===== src/hw/rtl/qee_pkg.sv =====
package qee_pkg;

  localparam int NumW    = 22;
  localparam int DbW     = 15;
  localparam int OmegaW  = 16;
  localparam int HpW     = 16;
  localparam int DirW    = 2;
  localparam int CfgIdxW = 4;
  localparam int OutW    = 4;

  localparam logic [CfgIdxW-1:0] CFG_SPEED_NUM = CfgIdxW'(0);
  localparam logic [CfgIdxW-1:0] CFG_DEADBAND  = CfgIdxW'(1);

  localparam logic [NumW-1:0] NUM_RESET      = NumW'(2437112);
  localparam logic [DbW-1:0]  DEADBAND_RESET = DbW'(77);

  localparam logic [DirW-1:0] DIR_STOP = 2'd0;
  localparam logic [DirW-1:0] DIR_FWD  = 2'd1;
  localparam logic [DirW-1:0] DIR_REV  = 2'd2;

  localparam logic [HpW-1:0] HP_MIN = HpW'(1);
  localparam logic [HpW-1:0] HP_MAX = {HpW{1'b1}};

  typedef struct packed {
    logic                     command;
    logic [1:0]               wheel;
    logic signed [OmegaW-1:0] omega;
  } qee_in_t;

  typedef struct packed {
    logic [OutW-1:0] a_levels;
    logic [OutW-1:0] b_levels;
    logic [OutW-1:0] running;
  } qee_out_t;

  typedef struct packed {
    logic [CfgIdxW-1:0] index;
    logic [NumW-1:0]    data;
  } qee_cfg_t;

  // controller -> datapath
  typedef struct packed {
    logic latch;
    logic do_tick;
    logic do_stop;
    logic div_start;
    logic do_arm;
    logic load_out;
  } qee_cmd_t;

  // datapath -> controller
  typedef struct packed {
    logic is_tick;
    logic wheel_ok;
    logic in_deadband;
    logic div_busy;
    logic out_free;
  } qee_sts_t;

endpackage


===== src/hw/rtl/qee_chan_if.sv =====
interface qee_chan_if #(
  parameter type T = logic
) ();
  logic valid;
  logic ready;
  T     payload;

  modport source (output valid, output payload, input ready);
  modport sink   (input valid, input payload, output ready);
endinterface


===== src/hw/rtl/qee_div.sv =====
module qee_div (
  input  logic                        clk_i,
  input  logic                        rst_ni,
  input  logic                        start_i,
  input  logic [qee_pkg::NumW-1:0]    dividend_i,
  input  logic [qee_pkg::OmegaW-1:0]  divisor_i,
  output logic                        busy_o,
  output logic [qee_pkg::NumW-1:0]    quotient_o
);
  localparam int NW   = qee_pkg::NumW;
  localparam int DW   = qee_pkg::OmegaW;
  localparam int CntW = $clog2(NW + 1);

  logic [NW-1:0]   quo_q;
  logic [DW-1:0]   rem_q;
  logic [CntW-1:0] cnt_q;
  logic [DW:0]     rem_sh;
  logic            fits;
  logic [DW-1:0]   rem_d;

  // restoring division, one quotient bit per cycle
  always_comb begin
    rem_sh = {rem_q, quo_q[NW-1]};
    fits   = rem_sh >= {1'b0, divisor_i};
    rem_d  = fits ? DW'(rem_sh - {1'b0, divisor_i}) : rem_sh[DW-1:0];
  end

  always_ff @(posedge clk_i or negedge rst_ni) begin
    if (!rst_ni) begin
      cnt_q <= '0;
    end else if (start_i) begin
      cnt_q <= CntW'(NW);
    end else if (cnt_q != '0) begin
      cnt_q <= cnt_q - CntW'(1);
    end
  end

  always_ff @(posedge clk_i) begin
    if (start_i) begin
      rem_q <= '0;
      quo_q <= dividend_i;
    end else if (cnt_q != '0) begin
      rem_q <= rem_d;
      quo_q <= {quo_q[NW-2:0], fits};
    end
  end

  assign busy_o     = cnt_q != '0;
  assign quotient_o = quo_q;
endmodule


===== src/hw/rtl/qee_ctrl.sv =====
module qee_ctrl (
  input  logic              clk_i,
  input  logic              rst_ni,
  input  logic              in_valid_i,
  output logic              in_ready_o,
  input  qee_pkg::qee_sts_t sts_i,
  output qee_pkg::qee_cmd_t cmd_o
);
  localparam logic [2:0] ST_IDLE = 3'd0;
  localparam logic [2:0] ST_EXEC = 3'd1;
  localparam logic [2:0] ST_DIV  = 3'd2;
  localparam logic [2:0] ST_ARM  = 3'd3;
  localparam logic [2:0] ST_EMIT = 3'd4;

  logic [2:0] state_q, state_d;

  always_comb begin
    state_d    = state_q;
    cmd_o      = '0;
    in_ready_o = 1'b0;
    unique case (state_q)
      ST_IDLE: begin
        in_ready_o = 1'b1;
        if (in_valid_i) begin
          cmd_o.latch = 1'b1;
          state_d     = ST_EXEC;
        end
      end
      ST_EXEC: begin
        priority if (sts_i.is_tick) begin
          cmd_o.do_tick = 1'b1;
          state_d       = ST_EMIT;
        end else if (!sts_i.wheel_ok) begin
          state_d = ST_EMIT;
        end else if (sts_i.in_deadband) begin
          cmd_o.do_stop = 1'b1;
          state_d       = ST_EMIT;
        end else begin
          cmd_o.div_start = 1'b1;
          state_d         = ST_DIV;
        end
      end
      ST_DIV: begin
        if (!sts_i.div_busy) begin
          state_d = ST_ARM;
        end
      end
      ST_ARM: begin
        cmd_o.do_arm = 1'b1;
        state_d      = ST_EMIT;
      end
      ST_EMIT: begin
        if (sts_i.out_free) begin
          cmd_o.load_out = 1'b1;
          state_d        = ST_IDLE;
        end
      end
      default: begin
        state_d = ST_IDLE;
      end
    endcase
  end

  always_ff @(posedge clk_i or negedge rst_ni) begin
    if (!rst_ni) begin
      state_q <= ST_IDLE;
    end else begin
      state_q <= state_d;
    end
  end
endmodule


===== src/hw/rtl/qee_dp.sv =====
module qee_dp #(
  parameter int WHEELS = 4
) (
  input  logic              clk_i,
  input  logic              rst_ni,
  input  qee_pkg::qee_cmd_t cmd_i,
  output qee_pkg::qee_sts_t sts_o,
  input  qee_pkg::qee_in_t  item_i,
  input  logic              cfg_we_i,
  input  qee_pkg::qee_cfg_t cfg_i,
  output logic              out_valid_o,
  input  logic              out_ready_i,
  output qee_pkg::qee_out_t out_o
);
  localparam int HpW  = qee_pkg::HpW;
  localparam int DirW = qee_pkg::DirW;
  localparam int OW   = qee_pkg::OutW;

  logic [qee_pkg::NumW-1:0]   num_q;
  logic [qee_pkg::DbW-1:0]    db_q;
  qee_pkg::qee_in_t           item_q;
  logic                       out_valid_q;
  qee_pkg::qee_out_t          out_q;
  qee_pkg::qee_out_t          snap;

  logic                       neg;
  logic [qee_pkg::OmegaW-1:0] mag;
  logic [DirW-1:0]            new_dir;
  logic [qee_pkg::NumW-1:0]   quot;
  logic                       div_busy;
  logic [HpW-1:0]             hp_new;
  logic [HpW-1:0]             far_off;

  logic [HpW-1:0]    cnt_q  [WHEELS];
  logic [HpW-1:0]    cmpa_q [WHEELS];
  logic [HpW-1:0]    cmpb_q [WHEELS];
  logic [HpW-1:0]    hp_q   [WHEELS];
  logic [DirW-1:0]   dir_q  [WHEELS];
  logic [WHEELS-1:0] lva_q, lvb_q;

  logic [HpW-1:0]    cnt_inc [WHEELS];
  logic [HpW-1:0]    arm_a   [WHEELS];
  logic [HpW-1:0]    arm_b   [WHEELS];
  logic [WHEELS-1:0] run, hit_a, hit_b, sel;

  assign neg     = item_q.omega[qee_pkg::OmegaW-1];
  assign mag     = neg ? (~unsigned'(item_q.omega) + 16'd1) : unsigned'(item_q.omega);
  assign new_dir = neg ? qee_pkg::DIR_REV : qee_pkg::DIR_FWD;

  qee_div u_div (
    .clk_i      (clk_i),
    .rst_ni     (rst_ni),
    .start_i    (cmd_i.div_start),
    .dividend_i (num_q),
    .divisor_i  (mag),
    .busy_o     (div_busy),
    .quotient_o (quot)
  );

  always_comb begin
    if (quot > qee_pkg::NumW'(qee_pkg::HP_MAX)) begin
      hp_new = qee_pkg::HP_MAX;
    end else if (quot == '0) begin
      hp_new = qee_pkg::HP_MIN;
    end else begin
      hp_new = quot[HpW-1:0];
    end
    far_off = hp_new + (hp_new >> 1);
  end

  always_comb begin
    for (int w = 0; w < WHEELS; w++) begin
      sel[w]     = int'(item_q.wheel) == w;
      cnt_inc[w] = cnt_q[w] + HpW'(1);
      run[w]     = dir_q[w] != qee_pkg::DIR_STOP;
      hit_a[w]   = run[w] && (cnt_inc[w] == cmpa_q[w]);
      hit_b[w]   = run[w] && (cnt_inc[w] == cmpb_q[w]);
      arm_a[w]   = cnt_q[w] + ((new_dir == qee_pkg::DIR_FWD) ? hp_new : far_off);
      arm_b[w]   = cnt_q[w] + ((new_dir == qee_pkg::DIR_FWD) ? far_off : hp_new);
    end
  end

  always_ff @(posedge clk_i or negedge rst_ni) begin
    if (!rst_ni) begin
      for (int w = 0; w < WHEELS; w++) begin
        cnt_q[w]  <= '0;
        cmpa_q[w] <= '0;
        cmpb_q[w] <= '0;
        hp_q[w]   <= '0;
        dir_q[w]  <= qee_pkg::DIR_STOP;
      end
      lva_q <= '0;
      lvb_q <= '0;
    end else begin
      for (int w = 0; w < WHEELS; w++) begin
        if (cmd_i.do_tick) begin
          cnt_q[w] <= cnt_inc[w];
          if (hit_a[w]) begin
            lva_q[w]  <= ~lva_q[w];
            cmpa_q[w] <= cmpa_q[w] + hp_q[w];
          end
          if (hit_b[w]) begin
            lvb_q[w]  <= ~lvb_q[w];
            cmpb_q[w] <= cmpb_q[w] + hp_q[w];
          end
        end
        if (cmd_i.do_stop && sel[w]) begin
          dir_q[w] <= qee_pkg::DIR_STOP;
        end
        if (cmd_i.do_arm && sel[w]) begin
          hp_q[w] <= hp_new;
          if (dir_q[w] != new_dir) begin
            cmpa_q[w] <= arm_a[w];
            cmpb_q[w] <= arm_b[w];
            dir_q[w]  <= new_dir;
          end
        end
      end
    end
  end

  always_ff @(posedge clk_i or negedge rst_ni) begin
    if (!rst_ni) begin
      num_q <= qee_pkg::NUM_RESET;
      db_q  <= qee_pkg::DEADBAND_RESET;
    end else if (cfg_we_i) begin
      if (cfg_i.index == qee_pkg::CFG_SPEED_NUM) begin
        num_q <= cfg_i.data;
      end else if (cfg_i.index == qee_pkg::CFG_DEADBAND) begin
        db_q <= cfg_i.data[qee_pkg::DbW-1:0];
      end
    end
  end

  always_ff @(posedge clk_i) begin
    if (cmd_i.latch) begin
      item_q <= item_i;
    end
    if (cmd_i.load_out) begin
      out_q <= snap;
    end
  end

  always_ff @(posedge clk_i or negedge rst_ni) begin
    if (!rst_ni) begin
      out_valid_q <= 1'b0;
    end else if (cmd_i.load_out) begin
      out_valid_q <= 1'b1;
    end else if (out_ready_i) begin
      out_valid_q <= 1'b0;
    end
  end

  for (genvar g = 0; g < OW; g++) begin : g_snap
    if (g < WHEELS) begin : g_on
      assign snap.a_levels[g] = lva_q[g];
      assign snap.b_levels[g] = lvb_q[g];
      assign snap.running[g]  = run[g];
    end else begin : g_off
      assign snap.a_levels[g] = 1'b0;
      assign snap.b_levels[g] = 1'b0;
      assign snap.running[g]  = 1'b0;
    end
  end

  assign sts_o.is_tick     = !item_q.command;
  assign sts_o.wheel_ok    = int'(item_q.wheel) < WHEELS;
  assign sts_o.in_deadband = mag <= {1'b0, db_q};
  assign sts_o.div_busy    = div_busy;
  assign sts_o.out_free    = !out_valid_q || out_ready_i;

  assign out_valid_o = out_valid_q;
  assign out_o       = out_q;
endmodule


===== src/hw/rtl/quadrature_encoder_emulator_top.sv =====
// Quadrature encoder emulator: A/B square waves 90 degrees apart for up to
// WHEELS wheels, each with its own 16-bit tick counter advanced by tick requests.
// in_i   : one request per item. command 0 advances every wheel by one tick,
//          command 1 sets the Q8.8 signed speed of the wheel given by wheel.
// out_o  : one result per request: A levels, B levels and running mask of
//          wheels 0..3 after the request has been applied.
// cfg_i  : index 0 = speed numerator (22 bit), index 1 = deadband (15 bit).
//          Always ready; write only while no request is in flight.
// Flow   : a tick, a stop or a request for an absent wheel goes from the
//          idle state through EXEC to EMIT; a set-speed request goes through
//          EXEC, DIV, ARM and EMIT, where in DIV the 22-step shift/subtract
//          divider turns the speed into a half period. EMIT waits until
//          the output register is free. in_i is ready only in the idle
//          state, one request at a time.
// Results sit in an output register; a new request is taken while the
// previous result still waits. If the receiver stalls, the next result
// waits in the controller and in_i.ready stays low until the register frees.
// Reset clears counters, compares, levels and directions and loads the
// default numerator and deadband.
module quadrature_encoder_emulator_top #(
  parameter int WHEELS = 4
) (
  input logic      clk_i,
  input logic      rst_ni,
  qee_chan_if.sink   in_i,
  qee_chan_if.sink   cfg_i,
  qee_chan_if.source out_o
);
  qee_pkg::qee_cmd_t cmd;
  qee_pkg::qee_sts_t sts;

  assign cfg_i.ready = 1'b1;

  qee_ctrl u_ctrl (
    .clk_i      (clk_i),
    .rst_ni     (rst_ni),
    .in_valid_i (in_i.valid),
    .in_ready_o (in_i.ready),
    .sts_i      (sts),
    .cmd_o      (cmd)
  );

  qee_dp #(
    .WHEELS (WHEELS)
  ) u_dp (
    .clk_i       (clk_i),
    .rst_ni      (rst_ni),
    .cmd_i       (cmd),
    .sts_o       (sts),
    .item_i      (in_i.payload),
    .cfg_we_i    (cfg_i.valid),
    .cfg_i       (cfg_i.payload),
    .out_valid_o (out_o.valid),
    .out_ready_i (out_o.ready),
    .out_o       (out_o.payload)
  );
endmodule


===== src/flat_wrapper.sv =====
// flat-port wrapper written by rule: the top's interface ports become plain ports
module quadrature_encoder_emulator_top_flat 
#(
  parameter int WHEELS = 4
)
  (clk_i, rst_ni, in_i_valid, in_i_payload, in_i_ready, cfg_i_valid, cfg_i_payload, cfg_i_ready, out_o_valid, out_o_payload, out_o_ready);
  qee_chan_if in_i_i ();
  qee_chan_if cfg_i_i ();
  qee_chan_if out_o_i ();
  input logic clk_i;
  input logic rst_ni;
  input wire logic [$bits(in_i_i.valid)-1:0] in_i_valid;
  input wire logic [$bits(in_i_i.payload)-1:0] in_i_payload;
  output wire logic [$bits(in_i_i.ready)-1:0] in_i_ready;
  input wire logic [$bits(cfg_i_i.valid)-1:0] cfg_i_valid;
  input wire logic [$bits(cfg_i_i.payload)-1:0] cfg_i_payload;
  output wire logic [$bits(cfg_i_i.ready)-1:0] cfg_i_ready;
  output wire logic [$bits(out_o_i.valid)-1:0] out_o_valid;
  output wire logic [$bits(out_o_i.payload)-1:0] out_o_payload;
  input wire logic [$bits(out_o_i.ready)-1:0] out_o_ready;
  assign in_i_i.valid = in_i_valid;
  assign in_i_i.payload = in_i_payload;
  assign in_i_ready = in_i_i.ready;
  assign cfg_i_i.valid = cfg_i_valid;
  assign cfg_i_i.payload = cfg_i_payload;
  assign cfg_i_ready = cfg_i_i.ready;
  assign out_o_valid = out_o_i.valid;
  assign out_o_payload = out_o_i.payload;
  assign out_o_i.ready = out_o_ready;
  quadrature_encoder_emulator_top #(.WHEELS(WHEELS)) u_core (.clk_i(clk_i), .rst_ni(rst_ni), .in_i(in_i_i), .cfg_i(cfg_i_i), .out_o(out_o_i));
endmodule

===== config.mk =====
export PLATFORM = sky130hd
export DESIGN_NAME = quadrature_encoder_emulator_top_flat
export DESIGN_NICKNAME = d
export VERILOG_FILES = /design/src/hw/rtl/qee_pkg.sv /design/src/hw/rtl/qee_chan_if.sv /design/src/hw/rtl/qee_div.sv /design/src/hw/rtl/qee_ctrl.sv /design/src/hw/rtl/qee_dp.sv /design/src/hw/rtl/quadrature_encoder_emulator_top.sv /design/src/flat_wrapper.sv
export SDC_FILE = /design/constraint.sdc
export NUM_CORES = 1
export LEC_CHECK = 0
export BUFFER_PORTS_ARGS = -buffer_cell sky130_fd_sc_hd__buf_4
export CORE_ASPECT_RATIO = 1.4
export CORE_MARGIN = 3
export CORE_UTILIZATION = 44
export CTS_CLUSTER_DIAMETER = 50
export CTS_CLUSTER_SIZE = 20
export DETAILED_ROUTE_END_ITERATION = 8
export PLACE_DENSITY = 0.55
export RECOVER_POWER = 50
export SYNTH_ARGS = -nofsm -noshare
export SYNTH_HDL_FRONTEND = slang
export SYNTH_HIERARCHICAL = 1
export SYNTH_SLANG_ARGS = --single-unit

===== constraint.sdc =====
create_clock -name clk_i -period 6.5 [get_ports clk_i]
set_clock_uncertainty 0.1 [all_clocks]
set_input_delay 0.325 -clock clk_i [delete_from_list [all_inputs] [get_ports clk_i]]
set_output_delay 0.325 -clock clk_i [all_outputs]
set_load 0.1 [all_outputs]

=== After elaboration in Yosys (flattened, before gate mapping) ===
Cells that the tools add are included.

* Register bits: 12
* Input bits: 7

* $add $sub $neg: 1
* Equality and inequality tests: 8
* Multiplexer cells: 15
* Reductions and logical operators: 9

{| class="wikitable"
|+ Operator list
! kind !! count
|-
| $pmux 3 s4 || 1
|-
| $mux 5 || 2
|-
| $mux 3 || 3
|-
| $eq 3x2->1 const B || 2
|-
| $mux 1 || 6
|-
| $mux 2 || 3
|-
| $reduce_bool 2->1 || 3
|-
| $reduce_bool 5->1 || 1
|-
| $sub 5x1->5 const B || 1
|-
| $ne 2x1->1 const B || 2
|-
| $ne 2x2->1 const B || 2
|-
| $eq 3x1->1 const B || 1
|-
| $eq 3x3->1 const B || 1
|-
| $logic_not 3->1 || 1
|-
| $reduce_and 3->1 || 1
|-
| $reduce_or 2->1 || 1
|-
| $logic_not 1->1 || 1
|-
| $logic_or 1x1->1 || 1
|}

=== Logic depth before layout (Yosys ltp) ===
* Depth in word-level cells: 5
* Depth in mapped cells: 21

=== By module ===
The synthesis kept the hierarchy.

{| class="wikitable"
|+ Modules (own cells, without submodules)
! module !! instances !! cells an instance !! area each (µm²) !! seq. area each (µm²)
|-
| qee_dp || 1 || 3488 || 30321.6 || 8709.6
|-
| qee_div || 1 || 312 || 2970.3 || 1106.1
|-
| qee_ctrl || 1 || 24 || 226.5 || 75.1
|-
| quadrature_encoder_emulator_top || 1 || 3 || 15.0 || 0.0
|}

=== Worst setup path after synthesis ===
Ideal clock, no wire load.

* Kind: reg2reg
* Start: reg, netlist name u_core/u_dp/u_div/quotient_o[21]
* End: reg, netlist name u_core/u_dp/cmpb_q[15]
* Data arrival time: 5.653 ns
* Required time: 6.258 ns
* Slack: 0.606 ns
* Stages on the path, launching flop included: 23
* Buffers on the path: 0
* Clock period less this slack: 5.894 ns
* Cells stage by stage: edfxtp_1 > nor4_1 > nand2_1 > nor3b_1 > inv_1 > ha_1 > maj3_1 > nor4bb_1 > o21ai_1 > a2111oi_2 > nor2_1 > xnor2_1 > o21ai_0 > ha_1 > and3_1 > and3_1 > nand3_1 > a21oi_1 > or4_1 > and3_1 > or4_1 > nand3_1 > a31oi_1

==> summary.txt <==
Setup path
  – Flop2flop setup slack: 2.83 ns
  – Worst R2R Path Depth: 18
  – Critical Path Source: u_core/u_dp/item_q[0]
  – Req. time, crit path: 6.61 ns
  – Worst path slowest cell: or3b_2
  – Crit-path cells: inv_1 > ha_1 > nand2b_1 > or4_1 > nor2_1 > nand2_1 > o31ai_1 > xnor2_1 > ha_1 > nand3_1 > o21ai_0 > a21oi_1 > a21oi_1 > nor2_1 > or3b_2 > nor2_1 > a21oi_1 > o31ai_1
  – Setup crit end kind: flip-flop
  – FF-to-FF Start: u_core/u_dp/item_q[0]
  – Crit-path max FO: 5
  – Worst stage delay on the critical path: 0.46 ns
  – Crit Reg-Reg Endpoint: u_core/u_dp/u_div/cnt_q[2]
  – CP startpoint kind: flip-flop
  – CP arrival: 3.78 ns
  – CP Class: reg2reg

Cells and area
  – Fin nets: 297
  – Fraction of layout cells with a size suffix above 1: 13.6%
  – Finished Core Util: 51.0%
  – Area delta synth->final: 11.3%
  – Fin area: 2840 sq um
  – Diode count: 0
  – Register area: 1260 sq um
  – Area of the multi-input gates: 1250 sq um
  – Filler instances: 530

Clock network
  – # hold bufs at CTS: 1
  – Clk Latency, worst-skew pair: 0.30 ns
  – CTS sink count: 46
  – Deepest clock path buffer count: 2
  – # resized after CTS: 0
  – CTS tree: built
  – H-Tree Level Count: 2
  – Postcts setup bufs: 0
  – Num CTS Buffers: 5
  – CTS root buf: clkbuf_8
  – Clock slew at reported path FFs: 0.10 ns

Floorplanning
  – IO Pins: 11
  – Initial core utilization: 45.9%
  – Die Ht: 96.1 um
  – Core footprint: 5570 sq um
  – Die Area: 6760 sq um
  – Row Count: 32
  – Die width: 70.4 um

Worst hold path
  – Worst Hold Endpoint: u_core/u_dp/item_q[0]
  – Hold wc startpoint: in_i_payload
  – Hold depth: 1
  – Worst hold path type: in2reg

Flow run
  – Max cap viols: 0

Logic synthesis
  – Synthesized instance count: 239
  – Cell Area, Synth: 2550 sq um
  – Ys Warns: 6
  – Syn_area_per_cell: 10.7 sq um

Detailed routing
  – Detailed Route Iter0 Violations: 39
  – Detail Route Antenna Nets: 0
  – DRT Pass-1 Iters: 4
  – Via density: 4.79
  – # DRC: 0
  – Routed WL: 3900 um
  – Via count: 1,634
  – WL/cell: 11.4 um

Timing
  – RSZ-0062 raised after global routing: no
  – Period minus WS final: 3.67 ns
  – Final slew viol count: 0
  – Crit share post-route: 56.5%
  – Hold Violations, Final: 0
  – Measured slew at the worst slew-check pin: 1.49 ns
  – Final TNS setup: 0 ns
  – Fmax: 0.273 GHz
  – # setup viols final: 0
  – Slew HR: 0.803%

Global routing
  – Largest net degree at the start of global routing: 27
  – Initial antenna violation count: 0
  – First-pass GRT wire length: 6910 um
  – Grt total ovfl: 0
  – Total track usage: 12.9%
  – Number of global-route vias before repair: 1,627

Placement
  – PortBufs: 9
  – RePlAce Congestion: 0.761
  – DP Wirelength: 2960 um
  – Placed inst area: 2740 sq um

Pwr
  – Pwr Density: 393 nW/um^2
  – Leak: 1.25 nW
  – VDD IR-drop max: 0.276 mV

Run status
  – Run status: finished clean
[per-layer routing]
layer	GRT usage [%]	part of all wire, %	wire length, um	vias to the layer above
met2	22.9	53	2060	10
met5	0	0	0	-
met3	2.51	2.0	77	2
li1	-	-	-	846
met1	15.4	44	1730	776
met4	4.79	0.77	30	0
[state kept, by name, summed over array words and instances (netlist names)]
signal / cells
u_core/u_dp/item_q: 19
u_core/u_dp/db_q: 15
u_core/u_dp/u_div/cnt_q: 5
u_core/u_ctrl/state_q: 3
u_core/u_dp/dir_q: 2
u_core/u_dp/out_o: 1
u_core/u_dp/out_valid_o: 1
[worst max-delay path: cells and delay by family (launching register included)]
| family | cells | cell delay [ns] |
|---|---|---|
| buf+inv | 1 | 0.10 |
| xor+xnor | 1 | 0.11 |
| compound gates | 6 | 0.77 |
| fa+ha+maj | 2 | 0.44 |
| flops | 1 | 0.42 |
| simple gates | 8 | 1.63 |
[final cells by class]
type | instances | share of cell area [%]
Multi-Input combinational cell | 186 | 43.9
Clock inverter | 3 | 0.793
Clock buffer | 5 | 2.42
Sequential cell | 46 | 44.2
Timing Repair Buffer | 10 | 2.60
Inverter | 23 | 3.04
Tap cell | 68 | 3.00
[metrics by stage]
step / hold WS (ns) / std cells / setup WS, ns / power (mW)
after floorplan: -0.0706 / 274 / 2.71 / 0.861
after global placement: 0.169 / 332 / 2.87 / 0.941
after detailed placement: 0.172 / 332 / 2.80 / 0.950
after CTS: 0.0883 / 341 / 2.80 / 1.13
after global routing: 0.107 / 341 / 2.40 / 1.22
final: 0.119 / 341 / 2.83 / 1.11
[how the worst max path moves through the flow]
stage | slack (ns) | depth (start not counted) | end
after detailed placement | 2.80 | 18 | u_core/u_dp/u_div/cnt_q[2]
after global routing | 2.40 | 20 | u_core/u_dp/dir_q[7]
after CTS | 2.80 | 18 | u_core/u_dp/u_div/cnt_q[4]
after global placement | 2.87 | 18 | u_core/u_dp/u_div/cnt_q[4]
after floorplan | 2.71 | 3 | u_core/u_dp/item_q[0]
final | 2.83 | 18 | u_core/u_dp/u_div/cnt_q[2]
[report_power, final]
part / internal (mW) / total (mW) / switching, mW
clock: 0.0779 / 0.181 / 0.103
combinational: 0.192 / 0.452 / 0.260
sequential: 0.407 / 0.482 / 0.0752
[layout by cell type (no fill, tap or decap), types with 3 or more instances in the layout]
| cell | n |
|---|---|
| conb_1 | 38 |
| dfrtp_1 | 22 |
| inv_1 | 21 |
| edfxtp_1 | 20 |
| ha_1 | 18 |
| mux2_2 | 15 |
| xnor2_1 | 14 |
| nand2_1 | 12 |
| nand2b_1 | 11 |
| nor2_1 | 11 |
| a21oi_1 | 11 |
| o21ai_0 | 9 |
| buf_4 | 7 |
| o31ai_1 | 6 |
| clkbuf_8 | 5 |
| nor3_1 | 5 |
| a21o_1 | 5 |
| nand4_1 | 3 |
| dfstp_2 | 3 |
(Power assumes the default switching activity.)
